### src/ost_pkg.sv
`default_nettype none
package ost_pkg;

	// Table geometry.
	localparam int CAPACITY    = 256;
	localparam int VALUE_WIDTH = 32;
	localparam int ADDR_W      = $clog2(CAPACITY);
	localparam int CNT_W       = ADDR_W + 1;
	localparam int CNT1_W      = CNT_W + 1;

	// Port field widths.
	localparam int OP_W     = 3;
	localparam int POS_W    = 9;
	localparam int IVAL_W   = 32;
	localparam int STATUS_W = 2;
	localparam int RPOS_W   = 8;
	localparam int RVAL_W   = 32;
	localparam int LEN_W    = 9;

	// Common width for position against count comparisons.
	localparam int CMP_W = (POS_W > CNT_W) ? POS_W : CNT_W;

	typedef enum logic [OP_W-1:0] {
		OP_INSERT_AT     = 3'd0,
		OP_INSERT_SORTED = 3'd1,
		OP_ERASE         = 3'd2,
		OP_REMOVE_ALL    = 3'd3,
		OP_GET           = 3'd4,
		OP_SET           = 3'd5,
		OP_FIND          = 3'd6
	} op_t;

	typedef enum logic [STATUS_W-1:0] {
		ST_OK        = 2'd0,
		ST_BAD_POS   = 2'd1,
		ST_FULL      = 2'd2,
		ST_NOT_FOUND = 2'd3
	} status_t;

	typedef enum logic [1:0] {
		RA_IDX,
		RA_IDX_M1,
		RA_IDX_P1,
		RA_POS
	} rd_sel_t;

	typedef enum logic [1:0] {
		WA_IDX,
		WA_POS,
		WA_WP
	} wa_sel_t;

	typedef enum logic {
		WD_RDATA,
		WD_VAL
	} wd_sel_t;

	typedef enum logic [2:0] {
		IDX_HOLD,
		IDX_POS,
		IDX_CNT,
		IDX_INC,
		IDX_DEC
	} idx_op_t;

	typedef enum logic [1:0] {
		CNT_HOLD,
		CNT_INC,
		CNT_DEC,
		CNT_WP
	} cnt_op_t;

	typedef enum logic [1:0] {
		RP_HOLD,
		RP_POS,
		RP_IDX
	} rpos_sel_t;

	// Commands from the controller to the datapath.
	typedef struct packed {
		logic      load;
		logic      rd_en;
		rd_sel_t   rd_sel;
		logic      wr_en;
		wa_sel_t   wa_sel;
		wd_sel_t   wd_sel;
		idx_op_t   idx_op;
		logic      pos_from_idx;
		cnt_op_t   cnt_op;
		logic      wp_inc;
		logic      rem_inc;
		logic      st_load;
		status_t   st_code;
		rpos_sel_t rpos_sel;
		logic      rval_load;
		logic      out_load;
	} dp_cmd_t;

	// Status from the datapath to the controller.
	typedef struct packed {
		op_t  op;
		logic full;
		logic pos_gt_cnt;
		logic pos_ge_cnt;
		logic idx_lt_cnt;
		logic idx_gt_pos;
		logic idx1_lt_cnt;
		logic rd_lt_val;
		logic rd_eq_val;
	} dp_stat_t;

endpackage
`default_nettype wire

### src/ost_ctrl.sv
`default_nettype none
module ost_ctrl import ost_pkg::*; (
	input  wire      clk,
	input  wire      arst_n,
	input  wire      in_valid,
	output logic     in_stall,
	output logic     out_valid,
	input  wire      out_stall,
	input  dp_stat_t stat,
	output dp_cmd_t  cmd
);

	typedef enum logic [3:0] {
		S_IDLE,
		S_DISPATCH,
		S_SCAN_CHK,
		S_SCAN_CMP,
		S_UP_CHK,
		S_UP_WR,
		S_DN_CHK,
		S_DN_WR,
		S_RM_CHK,
		S_RM_CMP,
		S_GET_WAIT,
		S_DONE
	} state_t;

	state_t state_q;
	state_t state_d;
	logic   out_valid_q;

	assign in_stall  = (state_q != S_IDLE);
	assign out_valid = out_valid_q;

	// Next state and datapath commands.
	always_comb begin
		cmd     = '0;
		state_d = state_q;
		case (state_q)
			S_IDLE: begin
				if (in_valid) begin
					cmd.load = 1'b1;
					state_d  = S_DISPATCH;
				end
			end
			S_DISPATCH: begin
				state_d = S_DONE;
				case (stat.op)
					OP_INSERT_AT: begin
						if (stat.full) begin
							cmd.st_load = 1'b1;
							cmd.st_code = ST_FULL;
						end else if (stat.pos_gt_cnt) begin
							cmd.st_load = 1'b1;
							cmd.st_code = ST_BAD_POS;
						end else begin
							cmd.idx_op = IDX_CNT;
							state_d    = S_UP_CHK;
						end
					end
					OP_INSERT_SORTED: begin
						if (stat.full) begin
							cmd.st_load = 1'b1;
							cmd.st_code = ST_FULL;
						end else begin
							state_d = S_SCAN_CHK;
						end
					end
					OP_ERASE: begin
						if (stat.pos_ge_cnt) begin
							cmd.st_load = 1'b1;
							cmd.st_code = ST_BAD_POS;
						end else begin
							cmd.idx_op = IDX_POS;
							state_d    = S_DN_CHK;
						end
					end
					OP_REMOVE_ALL: begin
						state_d = S_RM_CHK;
					end
					OP_GET: begin
						if (stat.pos_ge_cnt) begin
							cmd.st_load = 1'b1;
							cmd.st_code = ST_BAD_POS;
						end else begin
							cmd.rd_en  = 1'b1;
							cmd.rd_sel = RA_POS;
							state_d    = S_GET_WAIT;
						end
					end
					OP_SET: begin
						if (stat.pos_ge_cnt) begin
							cmd.st_load = 1'b1;
							cmd.st_code = ST_BAD_POS;
						end else begin
							cmd.wr_en  = 1'b1;
							cmd.wa_sel = WA_POS;
							cmd.wd_sel = WD_VAL;
						end
					end
					OP_FIND: begin
						state_d = S_SCAN_CHK;
					end
					default: begin
						cmd.st_load = 1'b1;
						cmd.st_code = ST_BAD_POS;
					end
				endcase
			end
			// Linear search for sorted insert and find.
			S_SCAN_CHK: begin
				if (stat.idx_lt_cnt) begin
					cmd.rd_en  = 1'b1;
					cmd.rd_sel = RA_IDX;
					state_d    = S_SCAN_CMP;
				end else if (stat.op == OP_FIND) begin
					cmd.st_load = 1'b1;
					cmd.st_code = ST_NOT_FOUND;
					state_d     = S_DONE;
				end else begin
					cmd.pos_from_idx = 1'b1;
					cmd.idx_op       = IDX_CNT;
					state_d          = S_UP_CHK;
				end
			end
			S_SCAN_CMP: begin
				if (stat.op == OP_FIND) begin
					if (stat.rd_eq_val) begin
						cmd.rpos_sel = RP_IDX;
						state_d      = S_DONE;
					end else begin
						cmd.idx_op = IDX_INC;
						state_d    = S_SCAN_CHK;
					end
				end else if (stat.rd_lt_val) begin
					cmd.idx_op = IDX_INC;
					state_d    = S_SCAN_CHK;
				end else begin
					cmd.pos_from_idx = 1'b1;
					cmd.idx_op       = IDX_CNT;
					state_d          = S_UP_CHK;
				end
			end
			// Open a slot by moving entries up, last entry first.
			S_UP_CHK: begin
				if (stat.idx_gt_pos) begin
					cmd.rd_en  = 1'b1;
					cmd.rd_sel = RA_IDX_M1;
					state_d    = S_UP_WR;
				end else begin
					cmd.wr_en    = 1'b1;
					cmd.wa_sel   = WA_POS;
					cmd.wd_sel   = WD_VAL;
					cmd.cnt_op   = CNT_INC;
					cmd.rpos_sel = RP_POS;
					state_d      = S_DONE;
				end
			end
			S_UP_WR: begin
				cmd.wr_en  = 1'b1;
				cmd.wa_sel = WA_IDX;
				cmd.wd_sel = WD_RDATA;
				cmd.idx_op = IDX_DEC;
				state_d    = S_UP_CHK;
			end
			// Close the gap left by an erase.
			S_DN_CHK: begin
				if (stat.idx1_lt_cnt) begin
					cmd.rd_en  = 1'b1;
					cmd.rd_sel = RA_IDX_P1;
					state_d    = S_DN_WR;
				end else begin
					cmd.cnt_op = CNT_DEC;
					state_d    = S_DONE;
				end
			end
			S_DN_WR: begin
				cmd.wr_en  = 1'b1;
				cmd.wa_sel = WA_IDX;
				cmd.wd_sel = WD_RDATA;
				cmd.idx_op = IDX_INC;
				state_d    = S_DN_CHK;
			end
			// Compact the list, dropping every matching entry.
			S_RM_CHK: begin
				if (stat.idx_lt_cnt) begin
					cmd.rd_en  = 1'b1;
					cmd.rd_sel = RA_IDX;
					state_d    = S_RM_CMP;
				end else begin
					cmd.cnt_op = CNT_WP;
					state_d    = S_DONE;
				end
			end
			S_RM_CMP: begin
				if (stat.rd_eq_val) begin
					cmd.rem_inc = 1'b1;
				end else begin
					cmd.wr_en  = 1'b1;
					cmd.wa_sel = WA_WP;
					cmd.wd_sel = WD_RDATA;
					cmd.wp_inc = 1'b1;
				end
				cmd.idx_op = IDX_INC;
				state_d    = S_RM_CHK;
			end
			S_GET_WAIT: begin
				cmd.rval_load = 1'b1;
				state_d       = S_DONE;
			end
			// Hand the result to the output register once it is free.
			S_DONE: begin
				if (!out_valid_q || !out_stall) begin
					cmd.out_load = 1'b1;
					state_d      = S_IDLE;
				end
			end
			default: begin
				state_d = S_IDLE;
			end
		endcase
	end

	// State and output valid.
	always_ff @(posedge clk or negedge arst_n) begin
		if (!arst_n) begin
			state_q     <= S_IDLE;
			out_valid_q <= 1'b0;
		end else begin
			state_q     <= state_d;
			out_valid_q <= cmd.out_load || (out_valid_q && out_stall);
		end
	end

	// A loaded result is offered on the next cycle.
	a_load_valid: assert property (@(posedge clk) disable iff (!arst_n)
		cmd.out_load |=> out_valid_q)
		else $error("result loaded but not offered");

	// A finished request waits while the previous result is still stalled.
	a_done_wait: assert property (@(posedge clk) disable iff (!arst_n)
		(state_q == S_DONE && out_valid_q && out_stall) |=> (state_q == S_DONE))
		else $error("result register overwritten while stalled");

	// An accepted beat is dispatched on the next cycle.
	a_accept: assert property (@(posedge clk) disable iff (!arst_n)
		(in_valid && !in_stall) |=> (state_q == S_DISPATCH))
		else $error("accepted beat not dispatched");

endmodule
`default_nettype wire

### config.mk
export PLATFORM = sky130hd
export DESIGN_NAME = ost_ctrl
export DESIGN_NICKNAME = d
export VERILOG_FILES = /design/src/ost_pkg.sv /design/src/ost_ctrl.sv
export SDC_FILE = /design/constraint.sdc
export NUM_CORES = 1
export LEC_CHECK = 0
export ABC_CLOCK_PERIOD_IN_PS = 1900
export BUFFER_PORTS_ARGS = -buffer_cell sky130_fd_sc_hd__buf_4
export CAP_MARGIN = 0
export CORE_MARGIN = 5
export CORE_UTILIZATION = 40
export DETAILED_ROUTE_END_ITERATION = 10
export PLACE_DENSITY = 0.82
export SETUP_SLACK_MARGIN = 0.05
export SLEW_MARGIN = 20
export SYNTH_ARGS = -nofsm -noshare
export SYNTH_HDL_FRONTEND = slang
export SYNTH_SLANG_ARGS = --single-unit
### constraint.sdc
create_clock -name clk -period 1.9 [get_ports clk]
set_clock_uncertainty 0.1 [all_clocks]
set_input_delay 0.19 -clock clk [delete_from_list [all_inputs] [get_ports clk]]
set_output_delay 0.19 -clock clk [all_outputs]
set_load 0.01 [all_outputs]
==> results.sh <==
export IMPL_status="finished with violations"
export IMPL_violations="setup timing"
export IMPL_critical_path_arrival_ns=1.93
export IMPL_synth_edf_count=0
export IMPL_synth_top_area_share_pct=15.31
export IMPL_max_slew_margin_pct=74.96
export IMPL_switching_share_pct=45.92
export IMPL_cts_sinks=5
export IMPL_r2r_slack_ns=0
export IMPL_grt_overflow_total=0
export IMPL_crit_fanout=4
export IMPL_dieHeight_um=55.20
export IMPL_rr_worst_depth=7
export IMPL_std_cell_rows=16
export IMPL_nets=188
export IMPL_via_per_inst=6.030
export IMPL_top_level_ports=40
export IMPL_yosysWarningCount=0
export IMPL_required_ns=1.61
export IMPL_clockBufferDepth=2
export IMPL_startpoint_type="flop"
export IMPL_ys_seq_elements=5
export IMPL_wl_per_cell_um=16.87
export IMPL_critical_path_class="flop to output pin"
export IMPL_multi_input_area_um2=750.7
export IMPL_path_cells="or4b_4 > buf_6 > nor3_4 > and3_4 > a41o_1 > buf_4"
export IMPL_ys_seq_area_share_pct=15.31
export IMPL_r2r_end="state_q[0]"
export IMPL_cp_slowest_cell="or4b_4"
export IMPL_switchingPower_mw=0.8467
export IMPL_cp_end_kind="output pin"
export IMPL_period_share_pct=117.1
export IMPL_pwr_share_seq_pct=10.1
export IMPL_period_minus_slack_ns=2.224
export IMPL_die_w_um=55.20
export IMPL_drt_pass1_iter_count=4
export IMPL_drt_total_wl_um=3357
export IMPL_ys_top_cells_by_count="13 x nor2_1, 10 x nand2_1, 7 x a21oi_1, 7 x inv_1"
export IMPL_grt_pass1_wl_um=4650
export IMPL_antennaDiodeCount=0
export IMPL_critPathTopFamily="simple AND/OR/NAND/NOR gates"
export IMPL_p_leak_nw=0.7072
export IMPL_finish_utilization_pct=74.68
export IMPL_synthesis_nets=134
export IMPL_finalSetupViolations=13
export IMPL_dpl_hpwl_um=2180
export IMPL_combPwrFrac_pct=83.0
export IMPL_slew_viol_final=0
export IMPL_synth_main_ff_cell="dfrtp_1"
export IMPL_crit_buf_inv=2
export IMPL_maxCapViolations=0
export IMPL_clk_pin_slew_ns=0.04
export IMPL_intPower_mw=0.9969
export IMPL_ant_nets=0
export IMPL_portBuffers=39
export IMPL_holdCritPathClass="primary input to flop"
export IMPL_antenna_found_initial=0
export IMPL_hold_violations=0
export IMPL_start_util_pct=41.65
export IMPL_postSynthCellCount=119
export IMPL_fin_worst_hold_slack_ns=0.07071
export IMPL_gp_congestion=0.8868
export IMPL_grt_setup_unrepaired="true"
export IMPL_rr_startpoint="state_q[2]"
export IMPL_cts_buffers=3
export IMPL_yosysMostFrequentCell="nor2_1"
export IMPL_grt_pass1_vias=1076
export IMPL_synthTopCellsByArea="dfrtp_1 15%, nor2_1 6.0%, nand2_1 4.6%"
export IMPL_drc=0
export IMPL_clock_latency_ns=0.25
export IMPL_htree_levels=1
export IMPL_worstMarginPinSlew_ns=0.3716
export IMPL_fmax_mhz=449.6
export IMPL_finalPower_mw=1.844
export IMPL_hold_end="out_valid"
export IMPL_grt_max_degree=17
export IMPL_synthArstFlopShare_pct=100.0
export IMPL_drive_above_1_share_pct=51.16
export IMPL_clkPwrFrac_pct=6.9
export IMPL_coreArea_um2=1962
export IMPL_regArea_um2=125.1
export IMPL_slowest_delay_ns=0.57
export IMPL_synth_area_per_cell_um2=6.866
export IMPL_drt_initial_drc_count=31
export IMPL_nFillCells=156
export IMPL_whs_path_depth=3
export IMPL_ys_types=51
export IMPL_die_area_um2=3046
export IMPL_netlist_area_um2=817.0
export IMPL_power_density_nw_per_um2=1258
export IMPL_gr_usage_all_layers_pct=20.77
export IMPL_irDropWorstVdd_mv=0.6383
export IMPL_synth_top_area_cell="dfrtp_1"
export IMPL_hold_path_startpoint="out_stall"
export IMPL_setup_ws_ns=-0.3240
export IMPL_vias=1200
export IMPL_area_delta_synth_final_pct=79.33
export IMPL_cts_tree="built"
export IMPL_cts_root_buf="clkbuf_4"
==> per-stage QoR <==
stage | setup WS (ns) | cell area (um^2) | std cells | setup TNS [ns]
floorplan | -0.09579 | 823.3 | 119 | -0.09579
global placement | -0.09138 | 1171 | 185 | -0.4309
detailed placement | -0.1481 | 1171 | 185 | -0.7463
CTS | -0.2986 | 1300 | 191 | -2.833
global route | -0.3722 | 1465 | 199 | -3.701
finish | -0.3240 | 1465 | 199 | -2.982
==> metal layers <==
| layer | global-route usage (%) | vias up | routed length [um] |
|---|---|---|---|
| li1 | - | 557 | - |
| met1 | 23.04 | 567 | 1267 |
| met2 | 37.99 | 66 | 1769 |
| met3 | 4.826 | 10 | 231 |
| met4 | 7.692 | 0 | 89 |
| met5 | 0 | - | 0 |
==> cell usage in the layout (no fill, tap or decap), types with 5 or more instances in the layout <==
master,Yosys,routed
nor2_1,13,11
dfrtp_1,5,5
a21oi_1,7,6
buf_6,0,14
buf_4,2,42
nand2_1,10,9
inv_1,7,7
==> tightest hold or removal path, cell delays in order <==
cell and delay, ns:
buf_4 0.08, nand2_1 0.05, nand2_1 0.06
==> final cells by class <==
type                    instances  area share, %
clock buffers                   4          1.793
inverters                       7          1.793
multi-input cells              97          51.24
flip-flops and latches          5          8.540
well taps                      27          2.306
repair buffers                 59          34.33
==> power by group through the flow <==
stage          sequential [mW]  clock (mW)  combinational (mW)
2_1_floorplan            0.207           0               0.650
3_3_place_gp             0.178           0                1.10
3_5_place_dp             0.179           0                1.12
4_1_cts                  0.185       0.132                1.23
5_1_grt                  0.191       0.141                1.64
6_report                 0.187       0.127                1.53
==> sequential cells by signal (all words and copies together) (netlist names) <==
name / flops
state_q: 4
out_valid: 1
==> worst max-delay path by stage <==
stage | to | cells after the start | slack, ns | from
floorplan | cmd[12] | 4 | -0.1 | state_q[1]
finish | cmd[20] | 6 | -0.32 | state_q[2]
global route | cmd[13] | 7 | -0.37 | state_q[2]
global placement | cmd[19] | 6 | -0.09 | state_q[3]
detailed placement | cmd[19] | 6 | -0.15 | state_q[3]
CTS | cmd[12] | 4 | -0.30 | state_q[2]
==> kinds of logic (layout without fill, tap and decap cells) <==
family          after synthesis  count (layout)  synth area share (%)
flops                         5               5                 15.31
buf+inv                      17              70                 9.035
mux                           2               2                 2.603
simple gates                 58              58                 41.50
compound gates               37              37                 31.55
==> timing repair <==
item	4_1_cts	5_1_grt
hold buffers	1	0
gates cloned	0	1
pin swaps	7	10
hold endpoints to repair	5	0
endpoints found under the setup margin	15	20
setup buffers	1	7
resized for setup	18	28
(Power assumes the default switching activity.)
